**config.mk**
```make
export PLATFORM = sky130hd
export DESIGN_NAME = stereo_linked_envelope_gate_top_flat
export DESIGN_NICKNAME = d
export VERILOG_FILES = /design/src/hw/rtl/slg_pkg.sv /design/src/hw/rtl/slg_stream_if.sv /design/src/hw/rtl/slg_mac.sv /design/src/hw/rtl/stereo_linked_envelope_gate_top.sv /design/src/flat_wrapper.sv
export SDC_FILE = /design/constraint.sdc
export NUM_CORES = 2
export LEC_CHECK = 0
export BUFFER_PORTS_ARGS = -buffer_cell sky130_fd_sc_hd__buf_2
export CAP_MARGIN = 5
export CELL_PAD_IN_SITES_DETAIL_PLACEMENT = 1
export CELL_PAD_IN_SITES_GLOBAL_PLACEMENT = 1
export CORE_ASPECT_RATIO = 0.9
export CORE_UTILIZATION = 45
export DETAILED_ROUTE_END_ITERATION = 16
export GPL_TIMING_DRIVEN = 0
export PLACE_DENSITY = 0.77
export SLEW_MARGIN = 20
export SYNTH_ARGS = -nofsm -noshare
export SYNTH_HDL_FRONTEND = slang
export SYNTH_SLANG_ARGS = --single-unit
```
**constraint.sdc**
```tcl
create_clock -name clk -period 5.9 [get_ports clk]
set_input_delay 0.59 -clock clk [delete_from_list [all_inputs] [get_ports clk]]
set_output_delay 0.59 -clock clk [all_outputs]
set_load 0.005 [all_outputs]
```
**src/hw/rtl/slg_pkg.sv**
```systemverilog
package slg_pkg;

    // Control word from the sequencer to the serial multiply-accumulate unit
    typedef struct packed {
        logic clear;  // preload accumulator with the rounding constant
        logic load;   // load multiplicand and serial multiplier
        logic step;   // consume one multiplier bit
    } mac_ctl_t;

    localparam int REG_IDX_W = 3;

    localparam logic [REG_IDX_W-1:0] REG_GATE_THRESHOLD = 3'd0;
    localparam logic [REG_IDX_W-1:0] REG_TREBLE_RETAIN  = 3'd1;
    localparam logic [REG_IDX_W-1:0] REG_BASS_RETAIN    = 3'd2;
    localparam logic [REG_IDX_W-1:0] REG_ATTACK_STEP    = 3'd3;
    localparam logic [REG_IDX_W-1:0] REG_WET_MIX        = 3'd4;

endpackage

```
**src/hw/rtl/slg_stream_if.sv**
```systemverilog
interface slg_in_if #(parameter int SAMPLE_BITS = 24);
    logic                          valid;
    logic                          ready;
    logic signed [SAMPLE_BITS-1:0] left_in;
    logic signed [SAMPLE_BITS-1:0] right_in;

    modport source (output valid, output left_in, output right_in, input ready);
    modport sink   (input valid, input left_in, input right_in, output ready);
endinterface

interface slg_out_if #(parameter int SAMPLE_BITS = 24);
    logic                          valid;
    logic                          ready;
    logic signed [SAMPLE_BITS-1:0] left_out;
    logic signed [SAMPLE_BITS-1:0] right_out;

    modport source (output valid, output left_out, output right_out, input ready);
    modport sink   (input valid, input left_out, input right_out, output ready);
endinterface

```
**src/hw/rtl/slg_mac.sv**
```systemverilog
// Bit-serial multiply-accumulate: one multiplier bit per cycle while step is asserted, LSB first.
module slg_mac #(
    parameter int AW    = 27,
    parameter int CW    = 26,
    parameter int ACC_W = 55,
    parameter int CF    = 24
) (
    input  logic                    clk,
    input  slg_pkg::mac_ctl_t       ctl,
    input  logic signed [AW-1:0]    a,
    input  logic        [CW-1:0]    c,
    output logic signed [ACC_W-1:0] acc
);

    localparam logic signed [ACC_W-1:0] HALF_LSB = ACC_W'(1) <<< (CF - 1);

    logic signed [ACC_W-1:0] acc_reg;
    logic signed [ACC_W-1:0] a_sh_reg;
    logic        [CW-1:0]    c_sh_reg;

    always_ff @(posedge clk)
    begin
        if (ctl.clear)
        begin
            acc_reg <= HALF_LSB;
        end
        else if (ctl.step && c_sh_reg[0])
        begin
            acc_reg <= acc_reg + a_sh_reg;
        end

        if (ctl.load)
        begin
            a_sh_reg <= ACC_W'(a);
            c_sh_reg <= c;
        end
        else if (ctl.step)
        begin
            a_sh_reg <= a_sh_reg <<< 1;
            c_sh_reg <= c_sh_reg >> 1;
        end
    end

    assign acc = acc_reg;

endmodule

```
**src/hw/rtl/stereo_linked_envelope_gate_top.sv**
```systemverilog
// Channel   | Dir | Payload                   | Handshake
// in_pair   | in  | left_in, right_in         | valid/ready, request taken when both high
// out_pair  | out | left_out, right_out       | valid/ready, held until taken
// cfg       | in  | cfg_we, cfg_index, cfg_data | write on cfg_we, no wait
//
// Each request runs nine multiply-accumulate ops of two products each through
// one bit-serial multiplier: each product is a load followed by a shift per
// multiplier bit (COEF_FRAC_BITS+2 bits), and each op ends with a store. The
// sequencer then returns to idle, and a new request is taken only there.
// Reset zeroes the bass envelope, filter banks, bank select and gate threshold,
// and presets the treble envelope and the other config registers to defaults.
// A finished pair sits in the output register; the next request is taken
// meanwhile, and only the final store waits if that register is still full.
module stereo_linked_envelope_gate_top #(
    parameter int SAMPLE_BITS    = 24,
    parameter int COEF_FRAC_BITS = 24
) (
    input  logic                                    clk,
    input  logic                                    rst_n,
    slg_in_if.sink                                  in_pair,
    slg_out_if.source                               out_pair,
    input  logic                                    cfg_we,
    input  logic [slg_pkg::REG_IDX_W-1:0]           cfg_index,
    input  logic [((SAMPLE_BITS-1) > (COEF_FRAC_BITS+2) ?
                   (SAMPLE_BITS-1) : (COEF_FRAC_BITS+2))-1:0] cfg_data
);

    localparam int SB    = SAMPLE_BITS;
    localparam int CF    = COEF_FRAC_BITS;
    localparam int CW    = CF + 2;                  // serial multiplier width
    localparam int AW    = (SB > CF + 3) ? SB : CF + 3;
    localparam int ACC_W = AW + CW + 2;
    localparam int CNT_W = $clog2(CW);
    localparam int SHL   = (CF >= SB) ? CF - SB : 0;
    localparam int SHR   = (CF >= SB) ? 0 : SB - CF;
    localparam int HW    = SB + CF + 1;

    localparam logic [CF:0]   ONE_C    = (CF+1)'(1) << CF;
    localparam logic [CF+1:0] ATK_RST  = (CF+2)'(((64'd3 << CF) + 64'd500) / 64'd1000);
    localparam logic signed [ACC_W-1:0] ONE_A  = ACC_W'(1) <<< CF;
    localparam logic signed [ACC_W-1:0] SMAX_A = (ACC_W'(1) <<< (SB - 1)) - ACC_W'(1);
    localparam logic signed [ACC_W-1:0] SMIN_A = -(ACC_W'(1) <<< (SB - 1));

    // sequencer states
    localparam logic [1:0] S_IDLE = 2'd0;
    localparam logic [1:0] S_LOAD = 2'd1;
    localparam logic [1:0] S_RUN  = 2'd2;
    localparam logic [1:0] S_DONE = 2'd3;

    // op codes, in execution order
    localparam logic [3:0] OP_ATK  = 4'd0;
    localparam logic [3:0] OP_TDEC = 4'd1;
    localparam logic [3:0] OP_BDEC = 4'd2;
    localparam logic [3:0] OP_LP0  = 4'd3;
    localparam logic [3:0] OP_HP0  = 4'd4;
    localparam logic [3:0] OP_OUT0 = 4'd5;
    localparam logic [3:0] OP_LP1  = 4'd6;
    localparam logic [3:0] OP_HP1  = 4'd7;
    localparam logic [3:0] OP_OUT1 = 4'd8;

    function automatic logic signed [ACC_W-1:0] clamp_env(input logic signed [ACC_W-1:0] v);
        clamp_env = (v < 0) ? '0 : ((v > ONE_A) ? ONE_A : v);
    endfunction

    function automatic logic signed [SB-1:0] sat_s(input logic signed [ACC_W-1:0] v);
        logic signed [ACC_W-1:0] c;
        c = (v < SMIN_A) ? SMIN_A : ((v > SMAX_A) ? SMAX_A : v);
        sat_s = c[SB-1:0];
    endfunction

    function automatic logic [CF:0] cap_one(input logic [CF:0] v);
        cap_one = (v > ONE_C) ? ONE_C : v;
    endfunction

    // configuration
    logic [SB-2:0] thr_reg;
    logic [CF:0]   treble_ret_reg;
    logic [CF:0]   bass_ret_reg;
    logic [CF+1:0] atk_step_reg;
    logic [CF:0]   wet_reg;

    // state
    logic [CF:0]           t_reg;
    logic [CF:0]           b_reg;
    logic signed [SB-1:0]  lp_reg [4];
    logic signed [SB-1:0]  hp_reg [4];
    logic                  bank_sel_reg;

    // per-request working set
    logic signed [SB-1:0]  x0_reg;
    logic signed [SB-1:0]  x1_reg;
    logic [CF:0]           half_reg;
    logic                  open_reg;
    logic signed [SB-1:0]  y0_reg;

    // sequencer
    logic [1:0]       state_reg;
    logic [3:0]       op_reg;
    logic             term_reg;
    logic [CNT_W-1:0] cnt_reg;

    // output register
    logic                 out_valid_reg;
    logic signed [SB-1:0] out_l_reg;
    logic signed [SB-1:0] out_r_reg;

    // key magnitude
    logic [SB-1:0] mag0;
    logic [SB-1:0] mag1;
    logic [SB-1:0] h_in;
    logic [HW-1:0] half_w;

    always_comb
    begin
        mag0   = in_pair.left_in[SB-1]  ? (~in_pair.left_in  + SB'(1)) : in_pair.left_in;
        mag1   = in_pair.right_in[SB-1] ? (~in_pair.right_in + SB'(1)) : in_pair.right_in;
        h_in   = (mag0 > mag1) ? mag0 : mag1;
        half_w = (HW'(h_in) << SHL) >> SHR;
    end

    // operand select
    logic                  ch;
    logic [1:0]            idx;
    logic signed [SB-1:0]  x_ch;
    logic signed [SB-1:0]  lp_cur;
    logic signed [SB-1:0]  hp_cur;
    logic signed [SB:0]    wdiff;
    logic signed [SB-1:0]  w;
    logic signed [CF+1:0]  t_minus_b;
    logic signed [AW-1:0]  a_sel;
    logic [CW-1:0]         c_sel;

    always_comb
    begin
        ch        = (op_reg >= OP_LP1);
        idx       = {~bank_sel_reg, ch};
        x_ch      = ch ? x1_reg : x0_reg;
        lp_cur    = lp_reg[idx];
        hp_cur    = hp_reg[idx];
        wdiff     = (SB+1)'(lp_cur) - (SB+1)'(hp_cur);
        w         = (t_reg > b_reg) ? sat_s(ACC_W'(wdiff)) : '0;
        t_minus_b = $signed({1'b0, t_reg}) - $signed({1'b0, b_reg});
        a_sel     = '0;
        c_sel     = '0;
        case (op_reg)
            OP_ATK:
            begin
                a_sel = AW'({1'b0, atk_step_reg});
                c_sel = term_reg ? '0 : CW'(ONE_C - half_reg);
            end
            OP_TDEC:
            begin
                a_sel = AW'(t_minus_b);
                c_sel = term_reg ? '0 : CW'(cap_one(treble_ret_reg));
            end
            OP_BDEC:
            begin
                a_sel = AW'(-t_minus_b);
                c_sel = term_reg ? '0 : CW'(cap_one(bass_ret_reg));
            end
            OP_LP0, OP_LP1:
            begin
                a_sel = term_reg ? AW'(x_ch) : AW'(lp_cur);
                c_sel = term_reg ? CW'(t_reg) : CW'(ONE_C - t_reg);
            end
            OP_HP0, OP_HP1:
            begin
                a_sel = term_reg ? AW'(x_ch) : AW'(hp_cur);
                c_sel = term_reg ? CW'(b_reg) : CW'(ONE_C - b_reg);
            end
            OP_OUT0, OP_OUT1:
            begin
                a_sel = term_reg ? AW'(w) : AW'(x_ch);
                c_sel = term_reg ? CW'(cap_one(wet_reg)) : CW'(ONE_C - cap_one(wet_reg));
            end
            default:
            begin
                a_sel = '0;
                c_sel = '0;
            end
        endcase
    end

    // serial multiplier
    slg_pkg::mac_ctl_t       mac_ctl;
    logic signed [ACC_W-1:0] acc;
    logic signed [ACC_W-1:0] rnd;

    assign mac_ctl.clear = (state_reg == S_LOAD) && !term_reg;
    assign mac_ctl.load  = (state_reg == S_LOAD);
    assign mac_ctl.step  = (state_reg == S_RUN);

    slg_mac #(
        .AW    (AW),
        .CW    (CW),
        .ACC_W (ACC_W),
        .CF    (CF)
    ) u_mac (
        .clk (clk),
        .ctl (mac_ctl),
        .a   (a_sel),
        .c   (c_sel),
        .acc (acc)
    );

    assign rnd = acc >>> CF;

    // result arithmetic for the store cycle
    logic signed [ACC_W-1:0] atk;
    logic signed [ACC_W-1:0] t_a;
    logic signed [ACC_W-1:0] b_a;
    logic signed [ACC_W-1:0] env_new;
    logic signed [ACC_W-1:0] t_open;
    logic signed [ACC_W-1:0] b_open;

    always_comb
    begin
        atk     = (rnd < 0) ? '0 : rnd;
        t_a     = ACC_W'({1'b0, t_reg});
        b_a     = ACC_W'({1'b0, b_reg});
        t_open  = clamp_env(t_a + atk);
        b_open  = clamp_env(b_a - (atk <<< 1));
        env_new = (op_reg == OP_TDEC) ? clamp_env(b_a + rnd) : clamp_env(t_a + rnd);
    end

    logic last_store;
    logic out_free;

    assign out_free   = !out_valid_reg || out_pair.ready;
    assign last_store = (state_reg == S_DONE) && (op_reg == OP_OUT1) && out_free;

    assign in_pair.ready      = (state_reg == S_IDLE);
    assign out_pair.valid     = out_valid_reg;
    assign out_pair.left_out  = out_l_reg;
    assign out_pair.right_out = out_r_reg;

    // configuration writes
    always_ff @(posedge clk or negedge rst_n)
    begin
        if (!rst_n)
        begin
            thr_reg        <= '0;
            treble_ret_reg <= ONE_C;
            bass_ret_reg   <= ONE_C;
            atk_step_reg   <= ATK_RST;
            wet_reg        <= ONE_C;
        end
        else if (cfg_we)
        begin
            case (cfg_index)
                slg_pkg::REG_GATE_THRESHOLD: thr_reg        <= cfg_data[SB-2:0];
                slg_pkg::REG_TREBLE_RETAIN:  treble_ret_reg <= cfg_data[CF:0];
                slg_pkg::REG_BASS_RETAIN:    bass_ret_reg   <= cfg_data[CF:0];
                slg_pkg::REG_ATTACK_STEP:    atk_step_reg   <= cfg_data[CF+1:0];
                slg_pkg::REG_WET_MIX:        wet_reg        <= cfg_data[CF:0];
                default:                     thr_reg        <= thr_reg;
            endcase
        end
    end

    // sequencer and state
    always_ff @(posedge clk or negedge rst_n)
    begin
        if (!rst_n)
        begin
            state_reg     <= S_IDLE;
            op_reg        <= OP_ATK;
            term_reg      <= 1'b0;
            cnt_reg       <= '0;
            out_valid_reg <= 1'b0;
            t_reg         <= ONE_C;
            b_reg         <= '0;
            bank_sel_reg  <= 1'b0;
            for (int i = 0; i < 4; i++)
            begin
                lp_reg[i] <= '0;
                hp_reg[i] <= '0;
            end
        end
        else
        begin
            // final store refills the output register in the cycle it drains
            if (last_store)
            begin
                out_valid_reg <= 1'b1;
            end
            else if (out_pair.ready)
            begin
                out_valid_reg <= 1'b0;
            end

            case (state_reg)
                S_IDLE:
                begin
                    if (in_pair.valid)
                    begin
                        op_reg    <= OP_ATK;
                        term_reg  <= 1'b0;
                        state_reg <= S_LOAD;
                    end
                end
                S_LOAD:
                begin
                    cnt_reg   <= '0;
                    state_reg <= S_RUN;
                end
                S_RUN:
                begin
                    cnt_reg <= cnt_reg + CNT_W'(1);
                    if (cnt_reg == CNT_W'(CW - 1))
                    begin
                        term_reg  <= 1'b1;
                        state_reg <= term_reg ? S_DONE : S_LOAD;
                    end
                end
                S_DONE:
                begin
                    case (op_reg)
                        OP_ATK:
                        begin
                            if (open_reg)
                            begin
                                t_reg <= t_open[CF:0];
                                b_reg <= b_open[CF:0];
                                for (int i = 0; i < 4; i++)
                                begin
                                    lp_reg[i] <= (i % 2 == 1) ? x1_reg : x0_reg;
                                    hp_reg[i] <= '0;
                                end
                            end
                        end
                        OP_TDEC:
                        begin
                            if (!open_reg)
                            begin
                                t_reg <= env_new[CF:0];
                            end
                        end
                        OP_BDEC:
                        begin
                            if (!open_reg)
                            begin
                                b_reg <= env_new[CF:0];
                            end
                        end
                        OP_LP0, OP_LP1:
                        begin
                            lp_reg[idx] <= (t_reg >= ONE_C) ? x_ch : sat_s(rnd);
                        end
                        OP_HP0, OP_HP1:
                        begin
                            hp_reg[idx] <= (b_reg != '0) ? sat_s(rnd) : '0;
                        end
                        default:
                        begin
                            t_reg <= t_reg;
                        end
                    endcase

                    if (op_reg == OP_OUT1)
                    begin
                        if (out_free)
                        begin
                            bank_sel_reg  <= ~bank_sel_reg;
                            state_reg     <= S_IDLE;
                        end
                    end
                    else
                    begin
                        op_reg    <= op_reg + 4'd1;
                        term_reg  <= 1'b0;
                        state_reg <= S_LOAD;
                    end
                end
                default:
                begin
                    state_reg <= S_IDLE;
                end
            endcase
        end
    end

    // payload registers
    always_ff @(posedge clk)
    begin
        if (in_pair.valid && in_pair.ready)
        begin
            x0_reg   <= in_pair.left_in;
            x1_reg   <= in_pair.right_in;
            half_reg <= half_w[CF:0];
            open_reg <= (h_in > SB'(thr_reg));
        end
        if ((state_reg == S_DONE) && (op_reg == OP_OUT0))
        begin
            y0_reg <= sat_s(rnd);
        end
        if (last_store)
        begin
            out_l_reg <= y0_reg;
            out_r_reg <= sat_s(rnd);
        end
    end

endmodule
```
**src/flat_wrapper.sv**
```systemverilog
// flat-port wrapper written by rule: the top's interface ports become plain ports
module stereo_linked_envelope_gate_top_flat 
#(
    parameter int SAMPLE_BITS    = 24,
    parameter int COEF_FRAC_BITS = 24
)
  (clk, rst_n, cfg_we, cfg_index, cfg_data, in_pair_valid, in_pair_left_in, in_pair_right_in, in_pair_ready, out_pair_valid, out_pair_left_out, out_pair_right_out, out_pair_ready);
  slg_in_if #(.SAMPLE_BITS(SAMPLE_BITS)) in_pair_i ();
  slg_out_if #(.SAMPLE_BITS(SAMPLE_BITS)) out_pair_i ();
  input  logic clk;
  input  logic rst_n;
  input  logic cfg_we;
  input  logic [slg_pkg::REG_IDX_W-1:0] cfg_index;
  input  logic [((SAMPLE_BITS-1) > (COEF_FRAC_BITS+2) ?
                   (SAMPLE_BITS-1) : (COEF_FRAC_BITS+2))-1:0] cfg_data;
  input wire logic [$bits(in_pair_i.valid)-1:0] in_pair_valid;
  input wire logic [$bits(in_pair_i.left_in)-1:0] in_pair_left_in;
  input wire logic [$bits(in_pair_i.right_in)-1:0] in_pair_right_in;
  output wire logic [$bits(in_pair_i.ready)-1:0] in_pair_ready;
  output wire logic [$bits(out_pair_i.valid)-1:0] out_pair_valid;
  output wire logic [$bits(out_pair_i.left_out)-1:0] out_pair_left_out;
  output wire logic [$bits(out_pair_i.right_out)-1:0] out_pair_right_out;
  input wire logic [$bits(out_pair_i.ready)-1:0] out_pair_ready;
  assign in_pair_i.valid = in_pair_valid;
  assign in_pair_i.left_in = in_pair_left_in;
  assign in_pair_i.right_in = in_pair_right_in;
  assign in_pair_ready = in_pair_i.ready;
  assign out_pair_valid = out_pair_i.valid;
  assign out_pair_left_out = out_pair_i.left_out;
  assign out_pair_right_out = out_pair_i.right_out;
  assign out_pair_i.ready = out_pair_ready;
  stereo_linked_envelope_gate_top #(.SAMPLE_BITS(SAMPLE_BITS), .COEF_FRAC_BITS(COEF_FRAC_BITS)) u_core (.clk(clk), .rst_n(rst_n), .in_pair(in_pair_i), .out_pair(out_pair_i), .cfg_we(cfg_we), .cfg_index(cfg_index), .cfg_data(cfg_data));
endmodule
```
==> results_dict.tcl <==
set metrics [dict create \
    ys.flop_type "dfrtp_1" \
    yosysTopAreaCellShare_pct 20.17 \
    drive_gt1_share_pct 11.52 \
    drtPass1Iterations 8 \
    core_mm2 0.1003 \
    seq_area_frac_synth_pct 38.04 \
    clk_pin_slew_worst_paths_ns 0.06 \
    crit_required_ns 6.32 \
    period_share_pct 103.0 \
    synth_edf_count 226 \
    design_area_mm2 0.05182 \
    start_kind "input pin" \
    initial_core_util_pct 45.62 \
    syn_to_final_growth_pct 13.23 \
    vdd_drop_max_mv 0.2137 \
    vias 44140 \
    finalPower_uw 11840 \
    track_usage_pct 37.72 \
    htreeDepth 3 \
    antenna_found_initial 8 \
    vias_per_cell 6.584 \
    final_hold_viol_count 0 \
    tns_ns -0.1762 \
    gr-total-overflow 0 \
    clock_sinks 661 \
    power_density_mw_per_mm2 228.5 \
    cap_violations 0 \
    finalCriticalPeriod_ns 6.076 \
    cp_max_fo 8 \
    cpMostUsedCell "a21oi_1" \
    synthCells 5053 \
    routedWlPerCell_um 29.73 \
    rows 110 \
    synth.cell_area_mm2 0.04577 \
    gp_congestion 1.019 \
    synth_area_per_cell_um2 9.058 \
    grt_max_degree 96 \
    crit_type "in2reg" \
    cts_root_buffer "clkbuf_16" \
    place_ws_ns -1.961 \
    status "finished, violations left" \
    yosysTopAreaCell "dfrtp_1" \
    synthTopCellsByArea "dfrtp_1 (20%), edfxtp_1 (15%), ha_1 (7.2%)" \
    ys_ff_latch 661 \
    hpwlAfterDp_mm 153.9 \
    die_h_um 304.6 \
    synth-async-reset-ratio_pct 57.49 \
    p_leak_uw 0.02150 \
    die_area_mm2 0.1030 \
    final_cell_mix "nand2_1 (534), a21oi_1 (426), nor2_1 (381), o21ai_0 (375), dfrtp_1 (367)" \
    tightest_slew_ns 1.230 \
    clock_skew_ns 0.03370 \
    fmax_mhz 164.6 \
    clock_path_buffers 3 \
    drt_iter0_drc 4388 \
    grt_pass1_wl_mm 292.3 \
    worst_setup_path_end_kind "flip-flop" \
    die_w_um 338.2 \
    setup_ws_ns -0.1762 \
    holdCritPathClass "in2reg" \
    hold_depth 1 \
    layout_commonest_cell "nand2_1" \
    cts_tree "yes" \
    reg2reg_depth 20 \
    totalWireLength_mm 199.3 \
    grt_pass1_vias 44280 \
    setup_viol 1 \
    synth-warning-count 0 \
    cts_inserted_buffers 77 \
    route.detailed.drc 0 \
    failed_checks "negative setup slack" \
    slew_viol_final 0 \
    rrSetupSlack_ns 0.12 \
    syn-num-nets 5407 \
    rsz0062_at_grt "yes" \
    relSlewSlack_pct 17.99 \
    worstPathArrival_ns 6.50 \
    crit_slowest_cell "or4_4" \
    cpPeakStageDelay_ns 0.45 \
    synth_cell_types 101 \
    place_area_mm2 0.04842 \
    clock_latency_ns 0.68 \
    pin_count 132 \
    portBuffers 130 \
    ant_nets 0 \
    nets 5650 \
]
[metal layers]
layer / track usage [%] / wire (um) / vias to the layer above
li1: - / - / 19170
met1: 50.20 / 81180 / 22140
met2: 56.87 / 85680 / 2281
met3: 8.333 / 19440 / 539
met4: 20.79 / 13000 / 4
met5: 0 / 24 / -
[critical path, delay by kind of cell]
kind,cells,cell delay (ns)
buffers and inverters,4,0.56
XOR/XNOR,1,0.19
AND/OR/NAND/NOR,10,1.68
adder cells (fa/ha/maj),2,0.58
AO/OA/AOI/OAI,14,2.88
[kinds of logic after synthesis]
group | after synthesis | synth area share, %
XOR/XNOR | 318 | 6.102
buffers and inverters | 467 | 3.920
adder cells (fa/ha/maj) | 272 | 7.551
AND/OR/NAND/NOR | 1522 | 15.66
AO/OA/AOI/OAI | 1615 | 22.57
flip-flops | 661 | 38.04
multiplexers | 198 | 6.154
[what timing repair did]
action / in CTS / in global routing
gates cloned: 0 / 1
resized for setup: 99 / 47
hold buffers: 1 / 0
endpoints found under the setup margin: 95 / 98
pin swaps: 15 / 21
buffers inserted: 12 / 14
hold endpoints to repair: 44 / 0
[synthesized netlist by cell type (59+ instances only)]
master	count
xor2_1	107
nor3_1	87
a21o_1	100
dfrtp_1	369
a21oi_1	440
clkbuf_1	212
o21a_1	74
a22oi_1	80
nor2_1	382
o21ai_0	388
nand2b_1	82
xnor2_1	210
nand3_1	76
nand2_1	536
mux2_2	107
edfxtp_1	226
inv_1	213
ha_1	265
o22ai_1	59
[metrics by stage]
| stage | hold slack (ns) | instances | util (%) |
|---|---|---|---|
| after CTS | 0.1303 | 6688 | 51.38 |
| after global placement | 0.4008 | 6527 | 48.02 |
| after global routing | 0.1323 | 6703 | 51.65 |
| after detailed placement | 0.4063 | 6535 | 48.26 |
| final | 0.1429 | 6704 | 51.65 |
| after floorplan | 0.2944 | 5053 | - |
[layout make-up]
type	count	area [um2]
multi-input combinational	3925	26960
antenna	2	5.005
inverter	215	807.0
fill	11520	48510
sequential	661	17410
timing repair buffer	166	1094
buffer	250	1196
clock buffer	107	2256
clock inverter	34	414.1
tap	1344	1682
[power breakdown]
group | switching, uW | internal, uW | total, uW | leakage, uW
Combinational | 960 | 556 | 1520 | 0.0124
Clock | 2130 | 3040 | 5160 | 0.00131
Sequential | 201 | 4960 | 5170 | 0.00778
Total | 3290 | 8560 | 11800 | 0.0215
[path summary, 6_finish.rpt]
path,from,endpoint
max in group asynchronous,rst_n,u_core.wet_reg[24]
worst max-delay path,in_pair_left_in[3],u_core.open_reg
min in group asynchronous,rst_n,u_core.hp_reg[34]
worst max register to register,u_core.bank_sel_reg,u_core.u_mac.a_sh_reg[53]
worst min register to register,u_core.y0_reg[19],u_core.out_pair.left_out[19]
worst min-delay path,in_pair_left_in[3],u_core.x0_reg[3]
Note: power is estimated with default switching activity, not from simulation.
